### src/design/bmfa_ffz.sv
// Find-first-free unit: lowest clear bit of a map word among the bits still inside the map.
module bmfa_ffz #(
  parameter int WORD_BITS = 32,
  parameter int CNT_W     = 17
) (
  input  logic [WORD_BITS-1:0]         word_i,
  input  logic [CNT_W-1:0]             span_i,
  output logic                         found_o,
  output logic [$clog2(WORD_BITS)-1:0] bit_o
);

  localparam int BW = $clog2(WORD_BITS);

  // Scan from the top so that the lowest free bit wins.
  always_comb begin
    found_o = 1'b0;
    bit_o   = '0;
    for (int b = WORD_BITS - 1; b >= 0; b--) begin
      if (!word_i[b] && (CNT_W'(b) < span_i)) begin
        found_o = 1'b1;
        bit_o   = BW'(b);
      end
    end
  end

endmodule

### config.mk
export PLATFORM = sky130hd
export DESIGN_NAME = bmfa_ffz
export DESIGN_NICKNAME = d
export VERILOG_FILES = /design/src/design/bmfa_ffz.sv
export SDC_FILE = /design/constraint.sdc
export NUM_CORES = 1
export LEC_CHECK = 0
export BUFFER_PORTS_ARGS = -buffer_cell sky130_fd_sc_hd__buf_2
export CAP_MARGIN = 0
export CORE_MARGIN = 2
export CORE_UTILIZATION = 35
export DETAILED_ROUTE_END_ITERATION = 6
export PLACE_DENSITY = 0.74
export REMOVE_ABC_BUFFERS = 1
export SLEW_MARGIN = 0
export SYNTH_ARGS = -nofsm -noshare
export SYNTH_HDL_FRONTEND = slang
export SYNTH_SLANG_ARGS = --single-unit
### constraint.sdc
create_clock -name vclk -period 3.8
set_input_delay 0.76 -clock vclk [all_inputs]
set_output_delay 0.76 -clock vclk [all_outputs]
set_load 0.1 [all_outputs]
# == Yosys cells after proc, flatten, opt, wreduce, memory -nomap -nowiden ==
# Index checks and enable logic that the tools add are counted.
# totals
word_cells,160
latchBits,0
romBits,0
ramBits,0
output_inout_bits,6
reg_bits,0
memories,0
input_bits,49
# op_classes
multipliers,0
muxes,64
div_mod_pow,0
shift,0
magnitude_cmp,32
n_addsub,0
n_bitwise,0
n_eq_ne,0
n_reduce_logical,64
# op_table
operator,count
5-bit by 17-bit < comparator with 1-bit output (first input constant),16
5-bit 2-to-1 mux,32
4-bit by 17-bit < comparator with 1-bit output (first input constant),8
3-bit by 17-bit < comparator with 1-bit output (first input constant),4
1-bit by 17-bit < comparator with 1-bit output (first input constant),2
2-bit by 17-bit < comparator with 1-bit output (first input constant),2
1-bit logical AND,32
1-bit logical NOT,32
1-bit 2-to-1 mux,32

# == Logic depth before layout (Yosys ltp) ==
# Gate-level depths: netlist (run 1).
# logic_depth
depth_word,34
ltp_mapped,9
mapped_depth_nobuf,7

# == Least setup slack after synthesis (run 1) ==
# Ideal clock, no wire load.
# synth_timing
path_type,input -> output
start,input port span_i[16]
end,output port bit_o[1]
stages,5
path_slack_ns,-1.079
n_path_buf,0
t_required_ns,3.040
arrival_ns,4.119
path_cell_list,nor4_2 > nand4_4 > o41ai_4 > nand2_1 > o21ai_0
# synth_via
elab_chain_len,34
elab_cells_between_ends,96
classes_between,order compare (32); mux (32); reduce/logical (32)
# synth_lines
element,line,source
"start, declared",7,"input logic [CNT_W-1:0] span_i,"
5-bit by 17-bit < comparator with 1-bit output,19,if (!word_i[b] && (CNT_W'(b) < span_i)) begin
1-bit logical AND,19,
5-bit 2-to-1 mux (31 in series),19,
5-bit 2-to-1 mux *,19,
"end, declared",9,output logic [$clog2(WORD_BITS)-1:0] bit_o
# Every way passes the cells marked *; elsewhere a longest branch is shown, timed or not.

# == Final worst setup path (run 1) ==
# layout_timing
start,input port span_i[11]
end,output port found_o
# layout_via
elab_chain_len,34
elab_cells_between_ends,96
classes_between,order compare (32); mux (32); reduce/logical (32)
# layout_lines
element,line,source
5-bit by 17-bit < comparator with 1-bit output,19,
1-bit logical AND,19,
1-bit 2-to-1 mux (31 in series),19,
1-bit 2-to-1 mux *,19,
"end, declared",8,"output logic found_o,"
# Marks and branches as above.

==> results of run 1 <==
[tightest hold or removal path: stages]
cell     delay (ns)
buf_2          0.09
a31oi_1        0.06
nor2_1         0.09
o21ai_1        0.10
buf_12         0.17
[metrics by stage]
stage / hold WS [ns] / cells / power [W]
2_1_floorplan: 2.03 / 167 / 0.0000701
3_3_place_gp: 2.05 / 327 / 0.000170
3_5_place_dp: 2.04 / 327 / 0.000172
4_1_cts: 2.04 / 329 / 0.000179
5_1_grt: 2.07 / 329 / 0.000198
6_report: 2.03 / 329 / 0.000187
[area by class of cell]
class                           count  area [um2]
Inverter                            9        33.8
Tap cell                           46        57.6
Multi-Input combinational cell    158        1170
Fill cell                         278        1180
Timing Repair Buffer              116         841
[cell families (layout without fill, tap and decap cells)]
kind of cell,count (synthesis),count (layout),share of synthesized area
and+or+nand+nor,75,75,0.416
AOI/OAI and AO/OA,82,82,0.499
buffers and inverters,21,125,0.0768
adders and majority gates,1,1,0.00853
[timing repair]
item / CTS / global route
setup endpoints to repair: 5 / 6
pin swaps: 9 / 2
resized for setup: 19 / 11
endpoints found under the hold margin: 0 / 0
buffers inserted: 2 / 0
[synthesized netlist by cell type (all sizes together), types with 2 or more instances]
library cell  number  share of area
nand2b             3          0.016
and2               4          0.021
nand3b             2          0.013
a21o               3          0.020
a31oi              5          0.027
and3b              2          0.015
o41ai              2          0.031
inv                9          0.029
o22ai              2          0.011
nor3               8          0.043
o21bai             3          0.019
or2                3          0.016
or3                2          0.011
o31ai              2          0.017
nand2             12          0.038
buf                2          0.016
nor2              14          0.045
a22oi              6          0.038
nor4               6          0.061
a41o               2          0.017
a211o              2          0.015
o31a               2          0.016
clkbuf            10          0.032
nor2b              3          0.016
o21ai             20          0.085
o32ai              3          0.022
a21oi             17          0.079
o2111ai            2          0.015
nand3              4          0.021
or4                5          0.038
[final timing paths]
path	end	slack [ns]	depth (start not counted)
max	found_o	-0.17	10
min	bit_o[1]	2.03	5
[per-layer routing]
metal	global-route usage	routed length (um)	vias up
met5	0	0	-
met4	0.0760	108	0
met3	0.0145	423	11
met2	0.405	2320	120
met1	0.346	2020	882
li1	-	-	919
[power groups by stage]
stage	logic [W]	registers, W	clock network, W
3_5_place_dp	0.000172	0	0
6_report	0.000187	0	0
5_1_grt	0.000198	0	0
4_1_cts	0.000179	0	0
3_3_place_gp	0.000170	0	0
2_1_floorplan	0.0000701	0	0
==> out/qor.txt, run 1 <==
Crit path required time -> 3.04 ns
Clk network pwr share -> 0
I/O pin count -> 55
Max Clock Freq -> 0.252 GHz
failing checks -> negative setup slack
DRT Pass-1 Iters -> 4
Seq pwr share -> 0
switching power -> 0.0000988 W
CP Launch Type -> input pin
Syn-to-layout area delta -> 79.2%
Max Fanout on Critical Path -> 4
largest net degree at the start of global routing -> 22
I/O Buffers -> 55
fin util -> 0.640
commonest non-fill, non-tap cell in the layout -> buf_4
Via density -> 5.87
Slew HR -> 0.767
setup ws final -> -0.171 ns
crit-path max cell delay -> 0.57 ns
worst setup path startpoint -> span_i[11]
# setup viols final -> 3
final slew viol count -> 0
starting density of the core -> 0.357
Final Cell Area -> 2100 um2
most frequent cells in the layout -> 58 x buf_4, 48 x buf_2, 19 x o21ai_0
pre-CTS setup slack -> -0.260 ns
vias in the first global route -> 1,619
vias -> 1,932
syn_area_per_cell -> 6.56 um2
Detailed Route WL -> 4.87 mm
Inserted Diodes -> 0
CP max-delay cell -> or4_4
Congestion Overflow GR -> 0
Hold Startpoint -> word_i[2]
Fin Setup TNS -> -0.401 ns
period utilization -> 1.04
P_int -> 0.0000879 W
routability congestion estimate -> 0.905
drt wl/cell -> 14.8 um
Core Area -> 3280 um2
status -> complete, but fails checks
WP data arrival -> 3.21 ns
Synth Cell Area -> 1170 um2
total track usage -> 0.247
die height -> 61.9 um
drt first-iter violations -> 185
hold_buf cts -> 0
Slew @ Worst Pin -> 0.345 ns
Pleak -> 0.918 nW
DR DRC count -> 0
die area -> 3830 um2
Placed Area -> 1950 um2
maximum VDD drop -> 37.5 uV
Worst setup EP type -> output port
Seq/Total Area, Yosys -> 0
DPL Wire Length -> 3.80 mm
sum of buffers and inverters on the critical path -> 4
ANT nets after route -> 0
Gate power share -> 1.000
switch share -> 0.529
gate count of the mapped netlist -> 179
RSZ-0062 raised after global routing -> true
Max Cap Viol -> 0
Cell Chain, Critical Path -> buf_6 -> or4_4 -> nor4_4 -> buf_4 -> buf_4 -> a21oi_1 -> nor3_2 -> nand2_1 -> or4_4 -> buf_12
initial antenna violation count -> 0
CP Class -> in -> out
Yosys cell types -> 60
Final Hold Viols -> 0
layout cells sized above 1 -> 0.523
Syn. warnings -> 0
Final min period -> 3.97 ns
Die Width -> 61.9 um
Hold/Removal Path Class -> in -> out
Register Area -> 0 um2
cell family with most CP delay -> simple AND/OR/NAND/NOR gates
FFs & Latches -> 0
Pwr Density -> 88.8 nW/um2
Rows -> 21
fin nets -> 334
clkbuf count -> 0
first-pass GRT wire length -> 7.30 mm
(Power assumes the default switching activity.)
==> inputs of run 2 (changes only) <==
--- a/config.mk
+++ b/config.mk
@@ -8,9 +8,9 @@
 export BUFFER_PORTS_ARGS = -buffer_cell sky130_fd_sc_hd__buf_2
 export CAP_MARGIN = 0
 export CORE_MARGIN = 2
-export CORE_UTILIZATION = 35
+export CORE_UTILIZATION = 45
 export DETAILED_ROUTE_END_ITERATION = 6
-export PLACE_DENSITY = 0.74
+export PLACE_DENSITY = 0.89
 export REMOVE_ABC_BUFFERS = 1
 export SLEW_MARGIN = 0
 export SYNTH_ARGS = -nofsm -noshare
==> out/qor.txt, run 2 <==
Syn. warnings -> 0
top-count cell post-synth -> o21ai_0
syn_area_per_cell -> 6.56 um2
worst_ep grt -> found_o
total track usage -> 0.717
cell taking the most area after synthesis -> o21ai_0
main combinational cell family by area after synthesis -> compound AO/OA/AOI/OAI gates
routability congestion estimate -> 0.984
Exit stage -> global routing (5_1_grt)
Commonest cells post-synth -> 20 x o21ai_0, 15 x a21oi_1, 14 x nor2_1, 12 x nand2_1, 10 x clkbuf_1
Post-Synth XOR/XNOR Area -> 0
Die Width -> 55.1 um
gate count of the mapped netlist -> 179
largest net degree at the start of global routing -> 22
starting density of the core -> 0.474
ranking of synthesized cells by area -> o21ai_0 8.5%, a21oi_1 6.4%, nor2_1 4.5%, a22oi_1 3.8%, nand2_1 3.8%
DPL Wire Length -> 4.34 mm
complex-gate fraction of the synthesized area -> 0.499
Rows -> 18
worst endpoint type -> output port
die height -> 55.1 um
Yosys cell types -> 60
I/O Buffers -> 55
multiplexer share of the synthesized area -> 0
I/O pin count -> 55
Seq/Total Area, Yosys -> 0
Congestion Overflow GR -> 21
status -> did not finish
Synth Cell Area -> 1170 um2
error msg -> [ERROR GRT-0232] Routing congestion too high. Check the congestion heatmap in the GUI.
simple-gate share of the synthesized area -> 0.416
share of the synthesized area in the top cell type -> 0.0853
Synth Area in Adders -> 0.00853
run 2: cell counts after synthesis:
Identical to the previous run, type by type.
run 2: metrics by stage:
stage | TNS, ns | std cells | util | worst slack [ns] | area (um2)
detailed placement | -0.591 | 312 | 0.783 | -0.243 | 1940
global placement | -0.399 | 312 | 0.783 | -0.195 | 1940
floorplan | -3.73 | 167 | - | -1.08 | 1120
CTS | -0.300 | 317 | 0.849 | -0.138 | 2100
run 2: logic make-up after synthesis:
group	count (synthesis)
adders and majority gates	1
and+or+nand+nor	75
AOI/OAI and AO/OA	82
buffers and inverters	21
run 2: what timing repair did:
item,CTS
setup buffers,5
hold buffers,0
pin swaps,12
resized for setup,24
endpoints found under the setup margin,4
run 2: per-layer routing:
layer,GRT usage,GRT overflow
met1,0.710,0
met2,0.875,11
met3,0.575,1
met4,0.756,9
met5,0.0417,0
==> inputs of run 3 (changes only) <==
--- a/config.mk
+++ b/config.mk
@@ -8,9 +8,9 @@
 export BUFFER_PORTS_ARGS = -buffer_cell sky130_fd_sc_hd__buf_2
 export CAP_MARGIN = 0
 export CORE_MARGIN = 2
-export CORE_UTILIZATION = 45
+export CORE_UTILIZATION = 30
 export DETAILED_ROUTE_END_ITERATION = 6
-export PLACE_DENSITY = 0.89
+export PLACE_DENSITY_LB_ADDON = 0.15
 export REMOVE_ABC_BUFFERS = 1
 export SLEW_MARGIN = 0
 export SYNTH_ARGS = -nofsm -noshare
==> out/qor.txt, run 3 (same netlist as run 1, synthesis figures left out) <==
fin util -> 0.613
Max Clock Freq -> 0.253 GHz
layout cells sized above 1 -> 0.569
Slew HR -> 0.642
switching power -> 0.000104 W
setup ws final -> -0.148 ns
Max Cap Viol -> 0
ANT nets after route -> 0
drt wl/cell -> 15.3 um
Slew @ Worst Pin -> 0.530 ns
starting density of the core -> 0.316
switch share -> 0.512
DRT Pass-1 Iters -> 4
failing checks -> negative setup slack
I/O pin count -> 55
CP Launch Type -> input pin
first-pass GRT wire length -> 8.43 mm
Hold/Removal Path Class -> in -> out
most frequent cells in the layout -> 51 x buf_4, 45 x buf_2, 18 x o21ai_0
largest net degree at the start of global routing -> 26
Via density -> 5.61
Congestion Overflow GR -> 0
FFs & Latches -> 0
total track usage -> 0.238
Syn-to-layout area delta -> 94.1%
pre-CTS setup slack -> -0.301 ns
period utilization -> 1.04
Die Width -> 66.5 um
RSZ-0062 raised after global routing -> true
Rows -> 22
Max Fanout on Critical Path -> 5
Crit path required time -> 3.04 ns
initial antenna violation count -> 0
Detailed Route WL -> 5.07 mm
fin nets -> 334
Pwr Density -> 88.8 nW/um2
status -> complete, but fails checks
clkbuf count -> 0
WP data arrival -> 3.19 ns
Inserted Diodes -> 0
P_int -> 0.0000988 W
DR DRC count -> 0
vias -> 1,858
Seq pwr share -> 0
routability congestion estimate -> 0.829
CP Class -> in -> out
DPL Wire Length -> 3.88 mm
Pleak -> 0.987 nW
Filler Cells Inserted -> 354
hold_buf cts -> 0
drt first-iter violations -> 147
die height -> 66.5 um
final slew viol count -> 0
die area -> 4430 um2
I/O Buffers -> 55
Core Area -> 3720 um2
# setup viols final -> 3
Gate power share -> 1.000
vias in the first global route -> 1,837
Worst setup EP type -> output port
Register Area -> 0 um2
Final min period -> 3.95 ns
final hold slack -> 2.04 ns
maximum VDD drop -> 31.1 uV
multi-input logic area -> 1250 um2
Clk network pwr share -> 0
commonest non-fill, non-tap cell in the layout -> buf_4
Final Hold Viols -> 0
[run 3: final cells by class]
class	instances	area share
Multi-Input combinational cell	158	0.551
Timing Repair Buffer	116	0.408
Tap cell	48	0.0264
Inverter	9	0.0148
[run 3: worst max-delay path: stages]
cell and delay [ns]:
buf_6 0.09, or4_4 0.58, nor3_4 0.24, buf_6 0.16, a21oi_4 0.06, buf_6 0.11, or4_4 0.51, a211o_1 0.26
nand3_2 0.11, a31oi_4 0.09, buf_12 0.19
[run 3: metal layers]
| metal | wire, um | GRT usage |
|---|---|---|
| met5 | 0 | 0 |
| met4 | 70 | 0.0230 |
| met3 | 228 | 0.00169 |
| met2 | 2440 | 0.420 |
| met1 | 2330 | 0.335 |
[run 3: through the flow]
| step | std cells | total power (W) | instance area (um2) | TNS, ns |
|---|---|---|---|---|
| final | 331 | 0.000202 | 2280 | -0.356 |
| after global routing | 331 | 0.000218 | 2280 | -0.644 |
| after CTS | 330 | 0.000188 | 2160 | -0.370 |
| after detailed placement | 325 | 0.000171 | 1960 | -0.672 |
| after global placement | 325 | 0.000171 | 1960 | -0.601 |
| after floorplan | 167 | 0.0000701 | 1120 | -3.73 |
[run 3: timing repair]
action                     4_1_cts  5_1_grt
setup endpoints to repair        4        6
setup buffers                    4        1
pin swaps                        8       14
resized for setup               32       26
gates cloned                     1        0
[run 3: power by group through the flow]
stage	registers (W)	clock network (W)	logic, W
floorplan	0	0	0.0000701
global placement	0	0	0.000171
detailed placement	0	0	0.000171
CTS	0	0	0.000188
global route	0	0	0.000218
finish	0	0	0.000202
[run 3: path summary, 6_finish.rpt]
check / from / to / slack [ns] / depth (start not counted)
max: span_i[11] / bit_o[0] / -0.15 / 11
min: word_i[2] / bit_o[1] / 2.04 / 5
